===== src/hw/rtl/mtep_pkg.sv =====
// ----------------------------------------------------------------------------
// mtep_pkg
// Shared types and constants for the MIDI track event parser.
// ----------------------------------------------------------------------------
`default_nettype none

package mtep_pkg;

  localparam int unsigned FifoDepth = 4;
  localparam int unsigned FifoPtrW  = $clog2(FifoDepth);
  localparam int unsigned FifoCntW  = $clog2(FifoDepth + 1);

  localparam logic [7:0] StatusSysex = 8'hF0;
  localparam logic [3:0] HiProgram   = 4'hC;
  localparam logic [3:0] HiPressure  = 4'hD;

  typedef enum logic [3:0] {
    PH_DELTA   = 4'd0,
    PH_STATUS  = 4'd1,
    PH_DATA1   = 4'd2,
    PH_DATA2   = 4'd3,
    PH_TYPE    = 4'd4,
    PH_LENGTH  = 4'd5,
    PH_PAYLOAD = 4'd6
  } phase_t;

  typedef enum logic [2:0] {
    KIND_CHANNEL = 3'd0,
    KIND_SYSEX   = 3'd1,
    KIND_META    = 3'd2,
    KIND_PAYLOAD = 3'd3,
    KIND_TRUNC   = 3'd4
  } kind_t;

  // Compact result record carried from front to back.
  // byte_a: first data byte or payload byte; byte_b: second data byte.
  typedef struct packed {
    kind_t       kind;
    logic [31:0] delta;
    logic [7:0]  status;
    logic [7:0]  meta;
    logic [7:0]  byte_a;
    logic [7:0]  byte_b;
    logic [1:0]  cnt;
    logic [31:0] len;
    logic        last;
  } rec_t;

  function automatic phase_t after_status(input logic [7:0] s);
    phase_t p;
    if (s < StatusSysex) begin
      p = PH_DATA1;
    end else if (s == StatusSysex) begin
      p = PH_LENGTH;
    end else begin
      p = PH_TYPE;
    end
    return p;
  endfunction

endpackage

`default_nettype wire


===== src/hw/rtl/mtep_front.sv =====
// ----------------------------------------------------------------------------
// mtep_front
// Byte parser: tracks phase, running status and accumulators, and emits at
// most one result record per accepted byte.
// ----------------------------------------------------------------------------
`default_nettype none

module mtep_front (
  input  wire logic          clk,
  input  wire logic          rst,
  input  wire logic          take,
  input  wire logic [7:0]    data_byte,
  input  wire logic          track_start,
  input  wire logic          track_end,
  output mtep_pkg::rec_t     rec,
  output logic               rec_valid
);

  mtep_pkg::phase_t phase, phase_next;
  logic [7:0]  running_status, running_status_next;
  logic [31:0] delta_acc, delta_acc_next;
  logic [31:0] len_acc, len_acc_next;
  logic [31:0] remain, remain_next;
  logic [7:0]  held_meta, held_meta_next;
  logic [7:0]  held_first, held_first_next;
  logic        finished, finished_next;

  always_ff @(posedge clk) begin
    if (rst) begin
      phase          <= mtep_pkg::PH_DELTA;
      running_status <= '0;
      delta_acc      <= '0;
      len_acc        <= '0;
      remain         <= '0;
      held_meta      <= '0;
      held_first     <= '0;
      finished       <= 1'b0;
    end else if (take) begin
      phase          <= phase_next;
      running_status <= running_status_next;
      delta_acc      <= delta_acc_next;
      len_acc        <= len_acc_next;
      remain         <= remain_next;
      held_meta      <= held_meta_next;
      held_first     <= held_first_next;
      finished       <= finished_next;
    end
  end

  always_comb begin
    logic run;
    logic complete;
    logic trunc_now;
    phase_next          = phase;
    running_status_next = running_status;
    delta_acc_next      = delta_acc;
    len_acc_next        = len_acc;
    remain_next         = remain;
    held_meta_next      = held_meta;
    held_first_next     = held_first;
    finished_next       = finished;
    rec                 = '0;
    rec_valid           = 1'b0;
    run                 = 1'b0;
    complete            = 1'b0;
    trunc_now           = 1'b0;

    if (track_start) begin
      phase_next          = mtep_pkg::PH_DELTA;
      running_status_next = '0;
      delta_acc_next      = '0;
      len_acc_next        = '0;
      remain_next         = '0;
      held_meta_next      = '0;
      held_first_next     = '0;
      finished_next       = 1'b0;
    end

    if (!finished_next) begin
      if (phase_next == mtep_pkg::PH_STATUS) begin
        if (data_byte[7]) begin
          running_status_next = data_byte;
          held_meta_next = '0;
          if (data_byte == mtep_pkg::StatusSysex) begin
            len_acc_next = '0;
          end
          phase_next = mtep_pkg::after_status(data_byte);
        end else if (!running_status_next[7]) begin
          // data before any status
          trunc_now = 1'b1;
        end else begin
          // running status: this byte is the first one after the status
          held_meta_next = '0;
          if (running_status_next == mtep_pkg::StatusSysex) begin
            len_acc_next = '0;
          end
          phase_next = mtep_pkg::after_status(running_status_next);
          run = 1'b1;
        end
      end else begin
        run = 1'b1;
      end

      if (run) begin
        case (phase_next)
          mtep_pkg::PH_DATA1: begin
            if (running_status_next[7:4] == mtep_pkg::HiProgram ||
                running_status_next[7:4] == mtep_pkg::HiPressure) begin
              rec.kind   = mtep_pkg::KIND_CHANNEL;
              rec.byte_a = data_byte;
              rec.cnt    = 2'd1;
              rec_valid  = 1'b1;
              complete   = 1'b1;
            end else begin
              held_first_next = data_byte;
              phase_next      = mtep_pkg::PH_DATA2;
            end
          end
          mtep_pkg::PH_DATA2: begin
            rec.kind   = mtep_pkg::KIND_CHANNEL;
            rec.byte_a = held_first_next;
            rec.byte_b = data_byte;
            rec.cnt    = 2'd2;
            rec_valid  = 1'b1;
            complete   = 1'b1;
          end
          mtep_pkg::PH_TYPE: begin
            held_meta_next = data_byte;
            len_acc_next   = '0;
            phase_next     = mtep_pkg::PH_LENGTH;
          end
          mtep_pkg::PH_LENGTH: begin
            len_acc_next = {len_acc_next[24:0], data_byte[6:0]};
            if (!data_byte[7]) begin
              rec.kind  = (running_status_next == mtep_pkg::StatusSysex) ?
                          mtep_pkg::KIND_SYSEX : mtep_pkg::KIND_META;
              rec.meta  = held_meta_next;
              rec.len   = len_acc_next;
              rec_valid = 1'b1;
              remain_next = len_acc_next;
              if (len_acc_next == '0) begin
                complete = 1'b1;
              end else begin
                phase_next = mtep_pkg::PH_PAYLOAD;
              end
            end
          end
          mtep_pkg::PH_PAYLOAD: begin
            remain_next = remain_next - 32'd1;
            rec.kind    = mtep_pkg::KIND_PAYLOAD;
            rec.meta    = held_meta_next;
            rec.len     = len_acc_next;
            rec.byte_a  = data_byte;
            rec.last    = (remain_next == '0);
            rec_valid   = 1'b1;
            complete    = (remain_next == '0);
          end
          default: begin
            delta_acc_next = {delta_acc_next[24:0], data_byte[6:0]};
            phase_next = data_byte[7] ? mtep_pkg::PH_DELTA : mtep_pkg::PH_STATUS;
          end
        endcase
      end

      rec.delta  = delta_acc_next;
      rec.status = running_status_next;

      if (complete) begin
        phase_next     = mtep_pkg::PH_DELTA;
        delta_acc_next = '0;
      end

      // early end replaces whatever this byte produced
      if (trunc_now || (track_end && !complete)) begin
        rec        = '0;
        rec.kind   = mtep_pkg::KIND_TRUNC;
        rec.delta  = delta_acc_next;
        rec.status = running_status_next;
        rec_valid  = 1'b1;
      end
      if (trunc_now || track_end) begin
        finished_next = 1'b1;
      end
    end
  end

endmodule

`default_nettype wire


===== src/hw/rtl/mtep_fifo.sv =====
// ----------------------------------------------------------------------------
// mtep_fifo
// Short record queue between the parser and the output stage.
// ----------------------------------------------------------------------------
`default_nettype none

module mtep_fifo (
  input  wire logic           clk,
  input  wire logic           rst,
  input  wire logic           wr_en,
  input  wire mtep_pkg::rec_t wr_rec,
  input  wire logic           rd_en,
  output mtep_pkg::rec_t      rd_rec,
  output logic                rd_valid,
  output logic                is_full
);

  mtep_pkg::rec_t entries [mtep_pkg::FifoDepth];
  logic [mtep_pkg::FifoPtrW-1:0] wr_ptr, rd_ptr;
  logic [mtep_pkg::FifoCntW-1:0] count;
  logic do_wr, do_rd;

  assign is_full  = (count == mtep_pkg::FifoCntW'(mtep_pkg::FifoDepth));
  assign rd_valid = (count != '0);
  assign rd_rec   = entries[rd_ptr];
  assign do_wr    = wr_en && !is_full;
  assign do_rd    = rd_en && rd_valid;

  always_ff @(posedge clk) begin
    if (do_wr) begin
      entries[wr_ptr] <= wr_rec;
    end
  end

  always_ff @(posedge clk) begin
    if (rst) begin
      wr_ptr <= '0;
      rd_ptr <= '0;
      count  <= '0;
    end else begin
      if (do_wr) begin
        wr_ptr <= wr_ptr + mtep_pkg::FifoPtrW'(1);
      end
      if (do_rd) begin
        rd_ptr <= rd_ptr + mtep_pkg::FifoPtrW'(1);
      end
      if (do_wr && !do_rd) begin
        count <= count + mtep_pkg::FifoCntW'(1);
      end else if (do_rd && !do_wr) begin
        count <= count - mtep_pkg::FifoCntW'(1);
      end
    end
  end

endmodule

`default_nettype wire


===== src/hw/rtl/mtep_back.sv =====
// ----------------------------------------------------------------------------
// mtep_back
// Output stage: holds the oldest result and expands it into result fields.
// ----------------------------------------------------------------------------
`default_nettype none

module mtep_back (
  input  wire logic           clk,
  input  wire logic           rst,
  input  wire mtep_pkg::rec_t head_rec,
  input  wire logic           head_valid,
  output logic                head_take,
  input  wire logic           pop,
  output logic                empty,
  output logic [2:0]          result_kind,
  output logic [31:0]         delta_ticks,
  output logic [7:0]          status_byte,
  output logic [7:0]          meta_type,
  output logic [7:0]          first_data,
  output logic [7:0]          second_data,
  output logic [1:0]          data_count,
  output logic [31:0]         payload_length,
  output logic [7:0]          payload_value,
  output logic                payload_last
);

  mtep_pkg::rec_t held;
  logic           held_valid;
  logic           is_chan, is_pay, is_hdr;

  assign empty     = !held_valid;
  assign head_take = head_valid && (!held_valid || pop);

  always_ff @(posedge clk) begin
    if (rst) begin
      held_valid <= 1'b0;
    end else if (head_take) begin
      held_valid <= 1'b1;
    end else if (pop) begin
      held_valid <= 1'b0;
    end
  end

  always_ff @(posedge clk) begin
    if (head_take) begin
      held <= head_rec;
    end
  end

  assign is_chan = (held.kind == mtep_pkg::KIND_CHANNEL);
  assign is_pay  = (held.kind == mtep_pkg::KIND_PAYLOAD);
  assign is_hdr  = (held.kind == mtep_pkg::KIND_SYSEX) ||
                   (held.kind == mtep_pkg::KIND_META) || is_pay;

  assign result_kind    = held.kind;
  assign delta_ticks    = held.delta;
  assign status_byte    = held.status;
  assign meta_type      = is_hdr ? held.meta : 8'd0;
  assign first_data     = is_chan ? held.byte_a : 8'd0;
  assign second_data    = is_chan ? held.byte_b : 8'd0;
  assign data_count     = is_chan ? held.cnt : 2'd0;
  assign payload_length = is_hdr ? held.len : 32'd0;
  assign payload_value  = is_pay ? held.byte_a : 8'd0;
  assign payload_last   = is_pay && held.last;

endmodule

`default_nettype wire


===== src/hw/rtl/midi_track_event_parser.sv =====
// ----------------------------------------------------------------------------
// midi_track_event_parser
// Parses Standard MIDI File track bytes into channel events, sysex/meta
// headers, payload bytes and truncation marks.
//
//   Channel  Direction  Handshake      Payload
//   input    in         push / full    data_byte, track_start, track_end
//   result   out        empty / pop    result_kind .. payload_last
//
// One byte is taken per cycle while full is low; each yields zero or one result.
// The parser state updates in the cycle a byte is taken; its result enters a
// 4-entry queue and then the output register on its way to the result ports.
// full rises only when the queue is full, i.e. after the result side has
// stalled for several results. Synchronous reset empties queue and output.
// ----------------------------------------------------------------------------
`default_nettype none

module midi_track_event_parser (
  input  wire logic        clk,
  input  wire logic        rst,
  input  wire logic        push,
  output logic             full,
  input  wire logic [7:0]  data_byte,
  input  wire logic        track_start,
  input  wire logic        track_end,
  output logic             empty,
  input  wire logic        pop,
  output logic [2:0]       result_kind,
  output logic [31:0]      delta_ticks,
  output logic [7:0]       status_byte,
  output logic [7:0]       meta_type,
  output logic [7:0]       first_data,
  output logic [7:0]       second_data,
  output logic [1:0]       data_count,
  output logic [31:0]      payload_length,
  output logic [7:0]       payload_value,
  output logic             payload_last
);

  logic           take;
  mtep_pkg::rec_t new_rec;
  logic           new_valid;
  mtep_pkg::rec_t head_rec;
  logic           head_valid;
  logic           head_take;

  assign take = push && !full;

  mtep_front u_front (
    .clk         (clk),
    .rst         (rst),
    .take        (take),
    .data_byte   (data_byte),
    .track_start (track_start),
    .track_end   (track_end),
    .rec         (new_rec),
    .rec_valid   (new_valid)
  );

  mtep_fifo u_fifo (
    .clk      (clk),
    .rst      (rst),
    .wr_en    (take && new_valid),
    .wr_rec   (new_rec),
    .rd_en    (head_take),
    .rd_rec   (head_rec),
    .rd_valid (head_valid),
    .is_full  (full)
  );

  mtep_back u_back (
    .clk            (clk),
    .rst            (rst),
    .head_rec       (head_rec),
    .head_valid     (head_valid),
    .head_take      (head_take),
    .pop            (pop),
    .empty          (empty),
    .result_kind    (result_kind),
    .delta_ticks    (delta_ticks),
    .status_byte    (status_byte),
    .meta_type      (meta_type),
    .first_data     (first_data),
    .second_data    (second_data),
    .data_count     (data_count),
    .payload_length (payload_length),
    .payload_value  (payload_value),
    .payload_last   (payload_last)
  );

endmodule

`default_nettype wire

===== config.mk =====
export PLATFORM = sky130hd
export DESIGN_NAME = midi_track_event_parser
export DESIGN_NICKNAME = d
export VERILOG_FILES = /design/src/hw/rtl/mtep_pkg.sv /design/src/hw/rtl/mtep_front.sv /design/src/hw/rtl/mtep_fifo.sv /design/src/hw/rtl/mtep_back.sv /design/src/hw/rtl/midi_track_event_parser.sv
export SDC_FILE = /design/constraint.sdc
export NUM_CORES = 1
export LEC_CHECK = 0
export BUFFER_PORTS_ARGS = -buffer_cell sky130_fd_sc_hd__buf_2
export CAP_MARGIN = 20
export CORE_ASPECT_RATIO = 0.5
export CORE_MARGIN = 2
export CORE_UTILIZATION = 55
export CTS_CLUSTER_DIAMETER = 30
export DETAILED_ROUTE_END_ITERATION = 7
export PLACE_DENSITY = 0.78
export SYNTH_ARGS = -nofsm -noshare
export SYNTH_HDL_FRONTEND = slang
export SYNTH_SLANG_ARGS = --single-unit

===== constraint.sdc =====
create_clock -name clk -period 8.7 [get_ports clk]
set_clock_uncertainty 0.15 [all_clocks]
set_input_delay 0.435 -clock clk [delete_from_list [all_inputs] [get_ports clk]]
set_output_delay 0.435 -clock clk [all_outputs]
set_load 0.03 [all_outputs]

==> impl_metrics.env <==
export IMPL_status="complete, but fails checks"
export IMPL_synth_ff_latch_count=643
export IMPL_hp_start="rst"
export IMPL_antenna_found_initial=2
export IMPL_route_vias_total=17200
export IMPL_fp_dieW_um=316
export IMPL_max_slew_margin=0.281
export IMPL_grt_pass1_vias=16800
export IMPL_htreeDepth=3
export IMPL_clk_latency_ns=0.61
export IMPL_postSynthNetCount=1922
export IMPL_rrSetupSlack_ns=3.55
export IMPL_tightest_slew_ns=1.07
export IMPL_max_freq_ghz=0.194
export IMPL_rows=57
export IMPL_cts_root_buf="clkbuf_16"
export IMPL_cp_common_cell="buf_4"
export IMPL_cp_depth=14
export IMPL_die_y_um=160
export IMPL_p_int_mw=6.45
export IMPL_pwr_share_comb=0.212
export IMPL_nets=1996
export IMPL_place_ws_ns=3.38
export IMPL_synthesis_area_mm2=0.0268
export IMPL_initial_utilization=0.555
export IMPL_area_growth_pct=13.8
export IMPL_firstDrtPassIters=8
export IMPL_setup_viol=0
export IMPL_worstPathBufferInverterCount=3
export IMPL_worstSetupStartpoint="u_front.remain[0]$_SDFFE_PP0P_"
export IMPL_final_layout_size_suffix_gt1_frac=0.212
export IMPL_io_pins=126
export IMPL_finalWirelength_mm=66.7
export IMPL_pwr_share_seq=0.433
export IMPL_min_path_type="primary input to flip-flop"
export IMPL_swShare=0.307
export IMPL_rsz0062_at_grt="false"
export IMPL_fin_cells=2687
export IMPL_cts_clk_slew_worst_paths_ns=0.05
export IMPL_gp_congestion=0.957
export IMPL_ys_seq_area_frac=0.670
export IMPL_p_leak_nw=10.6
export IMPL_ir_worst_vdd_uv=188
export IMPL_synthCells=1900
export IMPL_endpoint_kind="flip-flop"
export IMPL_clock_power_share=0.355
export IMPL_arrival_ns=5.29
export IMPL_grt_pass1_wl_mm=102
export IMPL_cts_buffers=77
export IMPL_cts_tree="yes"
export IMPL_drc=15
export IMPL_rr_startpoint="u_front.remain[0]$_SDFFE_PP0P_"
export IMPL_synth_edf_count=510
export IMPL_cts_resized=0
export IMPL_numPlacedInstances=2542
export IMPL_syn_area_per_cell_um2=14.1
export IMPL_reg2reg_depth=14
export IMPL_cp_max_fo=18
export IMPL_grt_ovfl_total=0
export IMPL_cpLargestDelayFamily="simple AND/OR/NAND/NOR gates"
export IMPL_cp_cell_sequence="nor2b_1 -> inv_1 -> ha_1 -> buf_4 -> or4b_2 -> nor4_2 -> o22ai_1 -> a2111oi_0 -> nand4b_1 -> or4_4 -> a21boi_4 -> o21ai_2 -> buf_4 -> nor4b_1"
export IMPL_io_buffer_count=125
export IMPL_drt_initial_drc_count=2680
export IMPL_violations="DRC"
export IMPL_wl_per_cell_um=24.8
export IMPL_cp_data_required_time_ns=8.84
export IMPL_hold_viol=0
export IMPL_p_per_area_mw_per_mm2=305
export IMPL_finalCritPeriodShare=0.592
export IMPL_worst_slack_ns=3.55
export IMPL_start_kind="flip-flop"
export IMPL_maxSlewViolCount=0
export IMPL_synthDistinctLibCells=89
export IMPL_num_antenna_cells=0
export IMPL_critPathMaxStageDelay_ns=0.61
export IMPL_via_per_inst=6.40
export IMPL_yosysWarnings=0
export IMPL_cts_buffer_depth=3
export IMPL_fin_tns_setup_ns=0
export IMPL_grt_usage=0.266
export IMPL_cpMaxStageDelayCell="or4b_2"
export IMPL_cts_sinks=643
export IMPL_ys_flop_type="edfxtp_1"
export IMPL_core_area_mm2=0.0484
export IMPL_synthArstFlopShare=0
export IMPL_endpoint="u_fifo.entries[3][33]$_DFFE_PP_"
export IMPL_grt_max_degree=91
export IMPL_dp_hpwl_mm=40.0
export IMPL_critical_path_class="flip-flop to flip-flop"
export IMPL_postRouteAntennaNets=0
export IMPL_postCtsSetupBuffers=0
export IMPL_maxCapViolCount=0
export IMPL_finalWorstPathRequiredPeriod_ns=5.15
export IMPL_r2r_end="u_fifo.entries[3][33]$_DFFE_PP_"
export IMPL_dieArea_mm2=0.0507
export IMPL_cts_hold_buf=1
export IMPL_p_sw_mw=2.86
placed cells by master (no fill, tap or decap), types with 11 or more instances in the layout:
cell type	instances
or3_1	14
buf_4	25
nand3_1	13
nor4_1	16
nor2b_1	11
buf_2	124
nor3_1	36
a22oi_1	104
and2_1	79
o21ai_0	45
a22o_1	37
a21oi_1	91
edfxtp_1	510
clkbuf_16	78
nand2_1	124
xor2_1	13
nor2_1	203
inv_1	19
dfxtp_1	131
mux4_2	102
synth_stat cells, types with 4 or more instances:
cell / n / share of area
o31ai_1: 5 / 0.0014
mux2i_1: 8 / 0.0030
buf_1: 20 / 0.0028
edfxtp_1: 510 / 0.57
nor4_1: 16 / 0.0037
clkbuf_1: 88 / 0.012
nand4_1: 10 / 0.0023
nor2b_1: 11 / 0.0026
a21o_1: 4 / 0.0011
nand2b_1: 6 / 0.0014
or2_2: 5 / 0.0012
a22o_1: 37 / 0.012
and2_1: 83 / 0.019
or3_1: 14 / 0.0033
buf_4: 43 / 0.012
o21ai_0: 45 / 0.0084
a21oi_1: 92 / 0.017
dfxtp_1: 133 / 0.099
xnor2_1: 6 / 0.0020
xor2_1: 13 / 0.0042
a22oi_1: 104 / 0.029
nand3_1: 13 / 0.0024
nor4_2: 5 / 0.0023
inv_1: 19 / 0.0027
mux4_2: 102 / 0.086
buf_2: 7 / 0.0013
a31oi_1: 10 / 0.0023
o22ai_1: 10 / 0.0023
and3_1: 4 / 0.00093
ha_1: 7 / 0.0033
or4_1: 6 / 0.0017
o21ai_1: 6 / 0.0011
nand2_1: 124 / 0.017
nor3_1: 40 / 0.0075
nor2_1: 204 / 0.029
worst min-delay path by stage:
stage / end / cells past startpoint
after floorplan: u_front.delta_acc[25]$_SDFFE_PP0P_ / 1
after global placement: u_front.delta_acc[29]$_SDFFE_PP0P_ / 1
after detailed placement: u_front.delta_acc[26]$_SDFFE_PP0P_ / 1
after CTS: u_front.delta_acc[4]$_SDFFE_PP0P_ / 2
after global routing: u_front.finished$_SDFFE_PP0P_ / 2
final: u_front.remain[9]$_SDFFE_PP0P_ / 2
per-stage QoR:
| stage | hold WS [ns] | utilization | area (µm²) | total power [mW] |
|---|---|---|---|---|
| 2_1_floorplan | 0.292 | - | 26800 | 5.60 |
| 3_3_place_gp | 0.306 | 0.576 | 27800 | 6.00 |
| 3_5_place_dp | 0.305 | 0.576 | 27800 | 6.04 |
| 4_1_cts | 0.0703 | 0.631 | 30500 | 9.36 |
| 5_1_grt | 0.102 | 0.632 | 30600 | 9.62 |
| 6_report | 0.0955 | 0.632 | 30600 | 9.31 |
flip-flops by register name, indices dropped and copies added (netlist names):
signal and cells:
u_back.delta_ticks 32, u_back.held 59, u_back.held_valid 1, u_back.result_kind 3
u_back.status_byte 8, u_fifo.count 3, u_fifo.entries 408, u_fifo.rd_ptr 2
u_fifo.wr_ptr 2, u_front.delta_acc 32, u_front.finished 1, u_front.held_first 8
u_front.held_meta 8, u_front.len_acc 32, u_front.phase 4, u_front.remain 32
u_front.running_status 8
logic make-up after synthesis:
group / after synthesis / share of synthesized area
flops: 643 / 0.670
simple gates: 572 / 0.105
compound gates: 364 / 0.0934
buf+inv: 182 / 0.0324
mux: 112 / 0.0895
xor+xnor: 19 / 0.00620
fa+ha+maj: 8 / 0.00401
cell type report:
cell class              instances  area [µm²]
clock buffers                  91        2030
clock inverters                52         638
fillers                      3297       17800
inverters                      21        78.8
multi-input cells            1075        8070
flip-flops and latches        643       18000
well taps                     649         812
repair buffers                156         937
routing by layer:
layer | up-vias | track usage | wire (µm)
met4 | 0 | 0.109 | 2810
li1 | 7413 | - | -
met1 | 8459 | 0.364 | 26000
met3 | 207 | 0.0579 | 6490
met5 | - | 0 | 0
met2 | 1111 | 0.416 | 31400
power by group through the flow:
stage          clock network [mW]  logic, mW  registers (mW)
6_report                     3.31       1.97            4.03
2_1_floorplan                   0       1.56            4.03
4_1_cts                      3.34       1.99            4.03
3_3_place_gp                    0       1.93            4.07
3_5_place_dp                    0       1.96            4.08
5_1_grt                      3.47       2.09            4.07
Note: power is estimated with default switching activity, not from simulation.
